[src/rtl/bpla_pkg.sv]
package bpla_pkg;

  typedef enum logic [1:0] {
    ST_OK            = 2'd0,
    ST_OUT_OF_BOUND  = 2'd1,
    ST_NOT_IN_BUFFER = 2'd2
  } status_t;

  typedef enum logic [1:0] {
    CMD_ALLOC  = 2'd0,
    CMD_LOOKUP = 2'd1,
    CMD_DIRTY  = 2'd2
  } cmd_t;

  typedef enum logic [1:0] {
    COMMIT_NONE  = 2'd0,
    COMMIT_ALLOC = 2'd1,
    COMMIT_DIRTY = 2'd2
  } commit_op_t;

  // Register index of the disk size register.
  localparam logic REG_DISK_BLOCK_COUNT = 1'b0;

  localparam int APB_DATA_BITS = 32;
  localparam int APB_ADDR_BITS = 3;

endpackage

[src/rtl/buffer_pool_lru_allocator.sv]
// Buffer pool slot allocator with timestamp LRU replacement.
// Requests enter on in_valid/in_stall with cmd and block_number; one result
// per request leaves on out_valid/out_stall with status, slot_index,
// writeback and writeback_block. A request is taken when valid is high and
// stall is low.
// Slot state lives in a row of SLOT_COUNT cells. A request sends a scan
// record down the row, one cell per cycle, collecting the first free slot,
// the oldest slot and the first matching slot; the last cell's record
// decides the result and the chosen cell is updated with the result register.
// A scanning request passes the scan_go register and the row of cells, then
// S_FINISH, before its result is registered; an out-of-bound request goes
// straight to S_FINISH. One request is in flight at a time: in_stall stays
// high from the accept until S_FINISH hands the result to the result register.
// The result register is separate: a new request may be taken while a
// finished result waits, but its own result and state update hold while
// out_stall stays high.
// Reset (synchronous, rst high) frees every slot, clears dirty bits and
// ages, and sets the disk size register to 2**BLOCK_ADDR_BITS.
// The disk size register is at byte address 0 on the APB port.
module buffer_pool_lru_allocator
  import bpla_pkg::*;
#(
  parameter int SLOT_COUNT      = 32,
  parameter int BLOCK_ADDR_BITS = 13,
  parameter int AGE_BITS        = 16
) (
  input  logic                          clk,
  input  logic                          rst,
  input  logic                          psel,
  input  logic                          penable,
  input  logic                          pwrite,
  input  logic [APB_ADDR_BITS-1:0]      paddr,
  input  logic [APB_DATA_BITS-1:0]      pwdata,
  output logic [APB_DATA_BITS-1:0]      prdata,
  output logic                          pready,
  input  logic                          in_valid,
  output logic                          in_stall,
  input  logic [1:0]                    cmd,
  input  logic [BLOCK_ADDR_BITS-1:0]    block_number,
  output logic                          out_valid,
  input  logic                          out_stall,
  output logic [1:0]                    status,
  output logic [$clog2(SLOT_COUNT)-1:0] slot_index,
  output logic                          writeback,
  output logic [BLOCK_ADDR_BITS-1:0]    writeback_block
);

  localparam int IDX_BITS = $clog2(SLOT_COUNT);

  typedef struct packed {
    logic                       free_found;
    logic [IDX_BITS-1:0]        free_idx;
    logic [IDX_BITS-1:0]        best_idx;
    logic [AGE_BITS-1:0]        best_age;
    logic                       best_dirty;
    logic [BLOCK_ADDR_BITS-1:0] best_block;
    logic                       hit;
    logic [IDX_BITS-1:0]        hit_idx;
  } carry_t;

  typedef struct packed {
    commit_op_t                 op;
    logic [IDX_BITS-1:0]        idx;
    logic [BLOCK_ADDR_BITS-1:0] block;
  } commit_t;

  typedef enum logic [2:0] {
    S_IDLE   = 3'b001,
    S_SCAN   = 3'b010,
    S_FINISH = 3'b100
  } state_t;

  state_t                     state;
  state_t                     state_next;
  logic [BLOCK_ADDR_BITS:0]   disk_block_count;
  logic [1:0]                 req_cmd;
  logic [BLOCK_ADDR_BITS-1:0] req_block;
  logic                       req_oob;
  logic                       scan_go;
  logic                       accept;
  logic                       in_oob;
  logic                       out_free;
  logic                       finish;
  commit_t                    commit;
  carry_t                     chain     [SLOT_COUNT+1];
  logic                       chain_vld [SLOT_COUNT+1];
  carry_t                     tail;

  logic [1:0]                 res_status;
  logic [IDX_BITS-1:0]        res_slot;
  logic                       res_wb;
  logic [BLOCK_ADDR_BITS-1:0] res_wb_block;

  bpla_cfg #(
    .BLOCK_ADDR_BITS(BLOCK_ADDR_BITS)
  ) u_cfg (
    .clk              (clk),
    .rst              (rst),
    .psel             (psel),
    .penable          (penable),
    .pwrite           (pwrite),
    .paddr            (paddr),
    .pwdata           (pwdata),
    .prdata           (prdata),
    .pready           (pready),
    .disk_block_count (disk_block_count)
  );

  assign in_stall = (state != S_IDLE);
  assign accept   = in_valid && !in_stall;
  assign in_oob   = ({1'b0, block_number} >= disk_block_count);
  assign out_free = !out_valid || !out_stall;
  assign finish   = (state == S_FINISH) && out_free;

  always_comb begin
    state_next = state;
    unique case (state)
      S_IDLE: begin
        if (accept) begin
          state_next = in_oob ? S_FINISH : S_SCAN;
        end
      end
      S_SCAN: begin
        if (chain_vld[SLOT_COUNT]) begin
          state_next = S_FINISH;
        end
      end
      S_FINISH: begin
        if (out_free) begin
          state_next = S_IDLE;
        end
      end
      default: state_next = S_IDLE;
    endcase
  end

  always_ff @(posedge clk) begin
    if (rst) begin
      state   <= S_IDLE;
      scan_go <= 1'b0;
    end else begin
      state   <= state_next;
      scan_go <= accept && !in_oob;
    end
  end

  always_ff @(posedge clk) begin
    if (accept) begin
      req_cmd   <= cmd;
      req_block <= block_number;
      req_oob   <= in_oob;
    end
  end

  assign chain[0]     = '0;
  assign chain_vld[0] = scan_go;
  assign tail         = chain[SLOT_COUNT];

  for (genvar g = 0; g < SLOT_COUNT; g++) begin : g_cell
    bpla_cell #(
      .IDX_BITS        (IDX_BITS),
      .BLOCK_ADDR_BITS (BLOCK_ADDR_BITS),
      .AGE_BITS        (AGE_BITS),
      .IDX             (g),
      .carry_t         (carry_t),
      .commit_t        (commit_t)
    ) u_cell (
      .clk       (clk),
      .rst       (rst),
      .req_block (req_block),
      .commit    (commit),
      .cin_vld   (chain_vld[g]),
      .cin       (chain[g]),
      .cout_vld  (chain_vld[g+1]),
      .cout      (chain[g+1])
    );
  end

  // result and cell update from the last cell's scan record, or out-of-bound status
  always_comb begin
    res_status   = ST_OK;
    res_slot     = '0;
    res_wb       = 1'b0;
    res_wb_block = '0;
    commit.op    = COMMIT_NONE;
    commit.idx   = '0;
    commit.block = req_block;
    if (req_oob) begin
      res_status = ST_OUT_OF_BOUND;
    end else begin
      case (req_cmd)
        CMD_ALLOC: begin
          commit.op = COMMIT_ALLOC;
          if (tail.free_found) begin
            res_slot = tail.free_idx;
          end else begin
            res_slot = tail.best_idx;
            res_wb   = tail.best_dirty;
            if (tail.best_dirty) begin
              res_wb_block = tail.best_block;
            end
          end
          commit.idx = res_slot;
        end
        default: begin
          // lookup and set-dirty; the unused code behaves as lookup
          if (tail.hit) begin
            res_slot   = tail.hit_idx;
            commit.idx = tail.hit_idx;
            if (req_cmd == CMD_DIRTY) begin
              commit.op = COMMIT_DIRTY;
            end
          end else begin
            res_status = ST_NOT_IN_BUFFER;
          end
        end
      endcase
    end
    if (!finish) begin
      commit.op = COMMIT_NONE;
    end
  end

  always_ff @(posedge clk) begin
    if (rst) begin
      out_valid <= 1'b0;
    end else if (finish) begin
      out_valid <= 1'b1;
    end else if (!out_stall) begin
      out_valid <= 1'b0;
    end
  end

  always_ff @(posedge clk) begin
    if (finish) begin
      status          <= res_status;
      slot_index      <= res_slot;
      writeback       <= res_wb;
      writeback_block <= res_wb_block;
    end
  end

endmodule

[src/rtl/bpla_cfg.sv]
module bpla_cfg
  import bpla_pkg::*;
#(
  parameter int BLOCK_ADDR_BITS = 13
) (
  input  logic                         clk,
  input  logic                         rst,
  input  logic                         psel,
  input  logic                         penable,
  input  logic                         pwrite,
  input  logic [APB_ADDR_BITS-1:0]     paddr,
  input  logic [APB_DATA_BITS-1:0]     pwdata,
  output logic [APB_DATA_BITS-1:0]     prdata,
  output logic                         pready,
  output logic [BLOCK_ADDR_BITS:0]     disk_block_count
);

  localparam int CNT_BITS = BLOCK_ADDR_BITS + 1;

  logic                                reg_sel;
  logic [CNT_BITS+APB_DATA_BITS-1:0]   wdata_ext;
  logic [CNT_BITS+APB_DATA_BITS-1:0]   rdata_ext;

  // registers sit at 4-byte steps; bit 2 picks the register
  assign reg_sel   = (paddr[2] == REG_DISK_BLOCK_COUNT);
  assign wdata_ext = {{CNT_BITS{1'b0}}, pwdata};
  assign rdata_ext = {{APB_DATA_BITS{1'b0}}, disk_block_count};
  assign pready    = 1'b1;
  assign prdata    = reg_sel ? rdata_ext[APB_DATA_BITS-1:0] : '0;

  always_ff @(posedge clk) begin
    if (rst) begin
      disk_block_count <= CNT_BITS'(1) << BLOCK_ADDR_BITS;
    end else if (psel && penable && pwrite && pready && reg_sel) begin
      disk_block_count <= wdata_ext[CNT_BITS-1:0];
    end
  end

endmodule

[src/rtl/bpla_cell.sv]
module bpla_cell
  import bpla_pkg::*;
#(
  parameter int  IDX_BITS        = 5,
  parameter int  BLOCK_ADDR_BITS = 13,
  parameter int  AGE_BITS        = 16,
  parameter int  IDX             = 0,
  parameter type carry_t         = logic,
  parameter type commit_t        = logic
) (
  input  logic                       clk,
  input  logic                       rst,
  input  logic [BLOCK_ADDR_BITS-1:0] req_block,
  input  commit_t                    commit,
  input  logic                       cin_vld,
  input  carry_t                     cin,
  output logic                       cout_vld,
  output carry_t                     cout
);

  localparam logic [IDX_BITS-1:0] MY_IDX  = IDX_BITS'(IDX);
  localparam logic [AGE_BITS-1:0] AGE_TOP = '1;

  logic                       occupied;
  logic                       dirty;
  logic [AGE_BITS-1:0]        age;
  logic [BLOCK_ADDR_BITS-1:0] block;
  logic [AGE_BITS-1:0]        aged;
  carry_t                     cout_next;

  // age as it will be once this allocate has aged the pool
  assign aged = (occupied && age != AGE_TOP) ? age + 1'b1 : age;

  always_comb begin
    cout_next = cin;
    if (!occupied && !cin.free_found) begin
      cout_next.free_found = 1'b1;
      cout_next.free_idx   = MY_IDX;
    end
    // strict compare keeps the lowest slot on a tie
    if (IDX == 0 || aged > cin.best_age) begin
      cout_next.best_idx   = MY_IDX;
      cout_next.best_age   = aged;
      cout_next.best_dirty = dirty;
      cout_next.best_block = block;
    end
    if (occupied && block == req_block && !cin.hit) begin
      cout_next.hit     = 1'b1;
      cout_next.hit_idx = MY_IDX;
    end
  end

  always_ff @(posedge clk) begin
    if (rst) begin
      cout_vld <= 1'b0;
    end else begin
      cout_vld <= cin_vld;
    end
  end

  always_ff @(posedge clk) begin
    if (cin_vld) begin
      cout <= cout_next;
    end
  end

  always_ff @(posedge clk) begin
    if (rst) begin
      occupied <= 1'b0;
      dirty    <= 1'b0;
      age      <= '0;
    end else begin
      case (commit.op)
        COMMIT_ALLOC: begin
          if (commit.idx == MY_IDX) begin
            occupied <= 1'b1;
            dirty    <= 1'b0;
            age      <= '0;
          end else begin
            age <= aged;
          end
        end
        COMMIT_DIRTY: begin
          if (commit.idx == MY_IDX) begin
            dirty <= 1'b1;
          end
        end
        default: ;
      endcase
    end
  end

  always_ff @(posedge clk) begin
    if (commit.op == COMMIT_ALLOC && commit.idx == MY_IDX) begin
      block <= commit.block;
    end
  end

endmodule

[config.mk]
export PLATFORM = sky130hd
export DESIGN_NAME = buffer_pool_lru_allocator
export DESIGN_NICKNAME = d
export VERILOG_FILES = /design/src/rtl/bpla_pkg.sv /design/src/rtl/buffer_pool_lru_allocator.sv /design/src/rtl/bpla_cfg.sv /design/src/rtl/bpla_cell.sv
export SDC_FILE = /design/constraint.sdc
export NUM_CORES = 2
export LEC_CHECK = 0
export BUFFER_PORTS_ARGS = -buffer_cell sky130_fd_sc_hd__buf_2
export CAP_MARGIN = 20
export CORE_ASPECT_RATIO = 1.25
export CORE_MARGIN = 8
export CORE_UTILIZATION = 35
export CTS_BUF_LIST = sky130_fd_sc_hd__clkbuf_16
export CTS_CLUSTER_SIZE = 14
export DETAILED_ROUTE_END_ITERATION = 8
export SETUP_SLACK_MARGIN = 0.2
export SLEW_MARGIN = 20
export SYNTH_ARGS = -nofsm -noshare
export SYNTH_HDL_FRONTEND = slang
export SYNTH_HIERARCHICAL = 1
export SYNTH_SLANG_ARGS = --single-unit
[constraint.sdc]
create_clock -name clk -period 10.69 [get_ports clk]
set_input_delay 1.069 -clock clk [delete_from_list [all_inputs] [get_ports clk]]
set_output_delay 1.069 -clock clk [all_outputs]
set_load 0.05 [all_outputs]
* Yosys cells after proc, flatten, opt, wreduce, memory -nomap -nowiden *
Index checks and enable logic that the tools add are counted.

storage, ports and cells
  memory bits (writable) = 0
  bits in read-only memories = 0
  word-level logic and storage cells = 1207
  memories = 0
  latch bits = 0
  input bits = 57
  output and inout bits = 56
  register bits = 2537

cells by class
  eq/ne operators = 170
  add/subtract/negate cells = 32
  $mul = 0
  bitwise logic cells = 3
  muxes and demuxes = 211
  shift operators = 0
  reductions and logical operators = 333
  $lt $le $gt $ge = 32
  divide/modulo/power cells = 0

operator list
  cell                   number
  $mux 16                64
  $mux 30                30
  $add 16x1->16 const B  32
  $ne 16x16->1 const B   32
  $gt 16x16->1           31
  $eq 13x13->1           32
  $logic_and 1x1->1      164
  $ne 2x1->1 const B     66
  $reduce_and 3->1       33
  $logic_not 1->1        97
  $eq 5x5->1 const B     16
  $mux 1                 67
  $pmux 1 s2             32
  $reduce_and 2->1       32
  $eq 5x4->1 const B     8
  $mux 14                2
  $mux 7                 3
  $eq 5x3->1 const B     4
  $mux 5                 3
  $ge 13x14->1           1
  $mux 3                 4
  $mux 6                 2
  $eq 5x2->1 const B     2
  $pmux 3 s3             1
  other kinds (17)       23

* Depth between registers and ports, before layout *
  word-level depth = 9
  depth in mapped cells = 15
  gate-level depth less buffers = 13

* Cells and area by module *
Netlist, hierarchy kept.

by module, submodules not included
  module                             sequential area each (µm²)  times used  area each (µm²)  cells an instance
  bpla_cell (g_cell[15].u_cell ...)  2182.1                      3           4145.2           347
  bpla_cell (g_cell[1].u_cell ...)   2182.1                      3           4144.0           347
  bpla_cell (g_cell[17].u_cell ...)  2182.1                      3           4142.7           347
  bpla_cell (g_cell[22].u_cell ...)  2182.1                      3           4135.2           348
  bpla_cell (g_cell[13].u_cell ...)  2182.1                      2           4136.5           349
  bpla_cell (g_cell[29].u_cell ...)  2182.1                      2           4134.0           349
  bpla_cell (g_cell[28].u_cell)      2182.1                      1           4157.7           348
  bpla_cell (g_cell[24].u_cell)      2182.1                      1           4147.7           347
  bpla_cell (g_cell[5].u_cell)       2182.1                      1           4147.7           348
  bpla_cell (g_cell[3].u_cell)       2182.1                      1           4146.5           343
  bpla_cell (g_cell[16].u_cell)      2182.1                      1           4140.2           347
  bpla_cell (g_cell[31].u_cell)      2182.1                      1           4137.7           347
  bpla_cell (g_cell[9].u_cell)       2182.1                      1           4101.4           333
  bpla_cell (g_cell[20].u_cell)      2182.1                      1           4091.4           331
  10 more rows                       --                          --          --               --

* Worst setup path after synthesis *
OpenSTA, ideal clock, no wires.

  path type = in2reg
  start point = input out_stall
  end point = register g_cell[6].u_cell.occupied
  data required time = 10.575 ns
  buffers on the path = 2
  stages on the path = 10
  slack = 2.605 ns
  arrival time = 7.970 ns
  cell sequence = nand2_1 nand3_1 nor4b_1 inv_1 ha_1 clkbuf_1 inv_1 clkbuf_1 nor2_1 o21a_1

RTL lines
  element               line                             RTL
  from (decl)           buffer_pool_lru_allocator.sv:41  input logic out_stall,
  to (signal assigned)  bpla_cell.sv:69                  occupied <= 1'b0;
  to (signal assigned)  bpla_cell.sv:76                  occupied <= 1'b1;
  to (decl)             bpla_cell.sv:24                  logic occupied;

==> impl_metrics.yaml <==
critical_path:
  cp_num_buf_inv: 0
  crit_arrival_ns: 5.55
  criticalPathCategory: "flip-flop to flip-flop"
  slowest_stage: "or2_2"
  worstPathCellList: "nand4_1, nor3_1, a31oi_1, a41oi_1, ha_1, nand4_2, nor2_1, a311o_1, nor4_2, or2_2, o21ai_0"
  required_ns: 11.18
  critical_path_depth: 11
  cp-start-kind: "flip-flop"
  r2r_cells: 11
  critPathCaptureType: "flip-flop"
  cp_top_family: "simple AND/OR/NAND/NOR gates"
  slowest_delay_ns: 0.84
  critPathMaxFanout: 35
power_and_ir_drop:
  seqPwrFrac_pct: 51.0
  combPwrFrac_pct: 2.6
  clkPwrFrac_pct: 46.4
  p_sw_share_pct: 21.8
  switching_power_mw: 4.58
  ir_drop_mv: 0.115
  p_int_mw: 16.4
  power_leakage_nw: 53.3
  finalPower_mw: 21.0
  power_density_nw_per_um2: 142
layout:
  nFillCells: 36100
  fin_cells: 16500
  final_cell_mix: "edfxtp_1 (1936), inv_1 (784), mux2_2 (654), ha_1 (603), nand2_1 (600)"
  utilization_pct: 38.9
  area_delta_synth_final_pct: 10.8
  final_common_cell: "edfxtp_1"
  seqCellArea_um2: 70800
  fin_area_um2: 148000
  nets: 11900
  multi_input_comb_area_um2: 57500
  drive_above_1_share_pct: 16.6
sta:
  drv_slew: 0
  timing_hold_violations_final: 0
  fin_tns_setup_ns: 0
  clock-skew-final_ns: 0.0595
  finalSetupViolations: 0
  worstMarginPinSlew_ns: 1.19
  rsz0062_at_grt: "false"
  period_needed_ns: 5.06
  fin_crit_sh_pct: 47.4
  maxSlewHeadroom_pct: 19.9
  fmax_mhz: 197
yosys:
  synth_warnings: 6
  syn_avg_cell_area_um2: 12.0
  syn_area_um2: 133000
  syn_inst: 11100
die:
  dieHeight_um: 706
  die_w_um: 568
  die_area_um2: 401000
  core-area_um2: 380000
  ioPinCount: 113
  initial_core_util_pct: 35.1
  row_count: 253
global_routing:
  grtUsageTotal_pct: 15.1
  antenna_found_initial: 5
  gr-total-overflow: 0
  grt_max_degree: 120
  grt_pass1_wl_um: 487000
  grt_pass1_vias: 83200
drt:
  routedWlPerCell_um: 19.3
  ant_nets: 0
  dr.pass1.iters: 7
  drcViolationCount: 0
  num_vias: 85200
  drtIter0Drc: 5090
  via_per_inst: 5.18
  postRouteWirelength_um: 317000
clock_tree:
  cts_inserted_buffers: 288
  cts_tree: "done"
  cts_resized: 0
  insertion_delay_ns: 0.88
  cts_setup_buffers: 0
  cts_root_buf: "clkbuf_16"
  cts.clk_slew.worst_paths_ns: 0.06
  clk_path_buf_depth: 4
  h-tree-depth: 5
  cts_sinks: 2563
  cts_hold_buf: 0
placed_design:
  hpwl_um: 225000
  place.gp.congestion: 0.844
  dp_cells: 15900
  io_buffer_count: 73
  placed_area_um2: 138000
min_path:
  hp-class: "input port to flip-flop"
  hold_depth: 1
run:
  maxCapViolCount: 0
outcome:
  status: "completed"
registers in the layout (all words and copies together), names as in the netlist:
signal / count
req_cmd: 2
g_cell.u_cell/block: 416
state: 3
g_cell.u_cell/age: 512
g_cell.u_cell/cout_vld: 32
req_block: 13
writeback_block: 13
req_oob: 1
g_cell.u_cell/occupied: 32
u_cfg/disk_block_count: 14
scan_go: 1
g_cell.u_cell/dirty: 32
status: 2
slot_index: 5
writeback: 1
out_valid: 1
g_cell.u_cell/cout: 1483
metrics by stage:
stage	worst slack [ns]	hold slack [ns]
after floorplan	2.60	0.432
after global placement	5.68	0.453
after detailed placement	5.63	0.458
after CTS	5.63	0.314
after global routing	5.33	0.338
final	5.63	0.405
area by class of cell:
cell class,count,share of cell area (%)
antenna,3,0.00508
clock buffer,292,4.95
clock inverter,236,1.31
inverter,714,1.81
multi-input combinational,7476,38.9
sequential,2563,47.9
tap,4972,4.21
timing repair buffer,194,0.925
power by group through the flow:
stage	clock, mW	combinational [mW]	sequential, mW
final	9.71	0.549	10.7
after global routing	10.4	0.597	10.7
after CTS	10.0	0.556	10.7
after detailed placement	0	0.554	10.9
after global placement	0	0.549	10.9
after floorplan	0	0.289	11.0
worst reg2reg max path: cells and delay by family, from the launching register on:
kind / cells / cell delay [ns]
adder cells (fa/ha/maj): 1 / 0.34
AND/OR/NAND/NOR: 6 / 2.49
AO/OA/AOI/OAI: 4 / 1.42
flip-flops: 1 / 0.46
final timing paths:
| kind | to | startpoint | slack (ns) |
|---|---|---|---|
| worst max-delay path | g_cell[8].u_cell/cout[20] | g_cell[8].u_cell/age[2] | 5.63 |
| worst min-delay path | req_cmd[1] | cmd[1] | 0.40 |
| worst max register to register | g_cell[8].u_cell/cout[20] | g_cell[8].u_cell/age[2] | 5.63 |
| worst min register to register | g_cell[19].u_cell/cout[4] | g_cell[18].u_cell/cout[4] | 0.45 |
routing by layer:
layer  global-route usage (%)  wire length, um  vias up  share of wire, %
met5                        0                0        -                 0
met2                     29.0           169000     1587                53
met1                     17.4           126000    41400                40
met4                     4.71            10100        0               3.2
li1                         -                -    41700                 -
met3                     1.89            11200      522               3.5
Power figures use the tool's default switching activity.
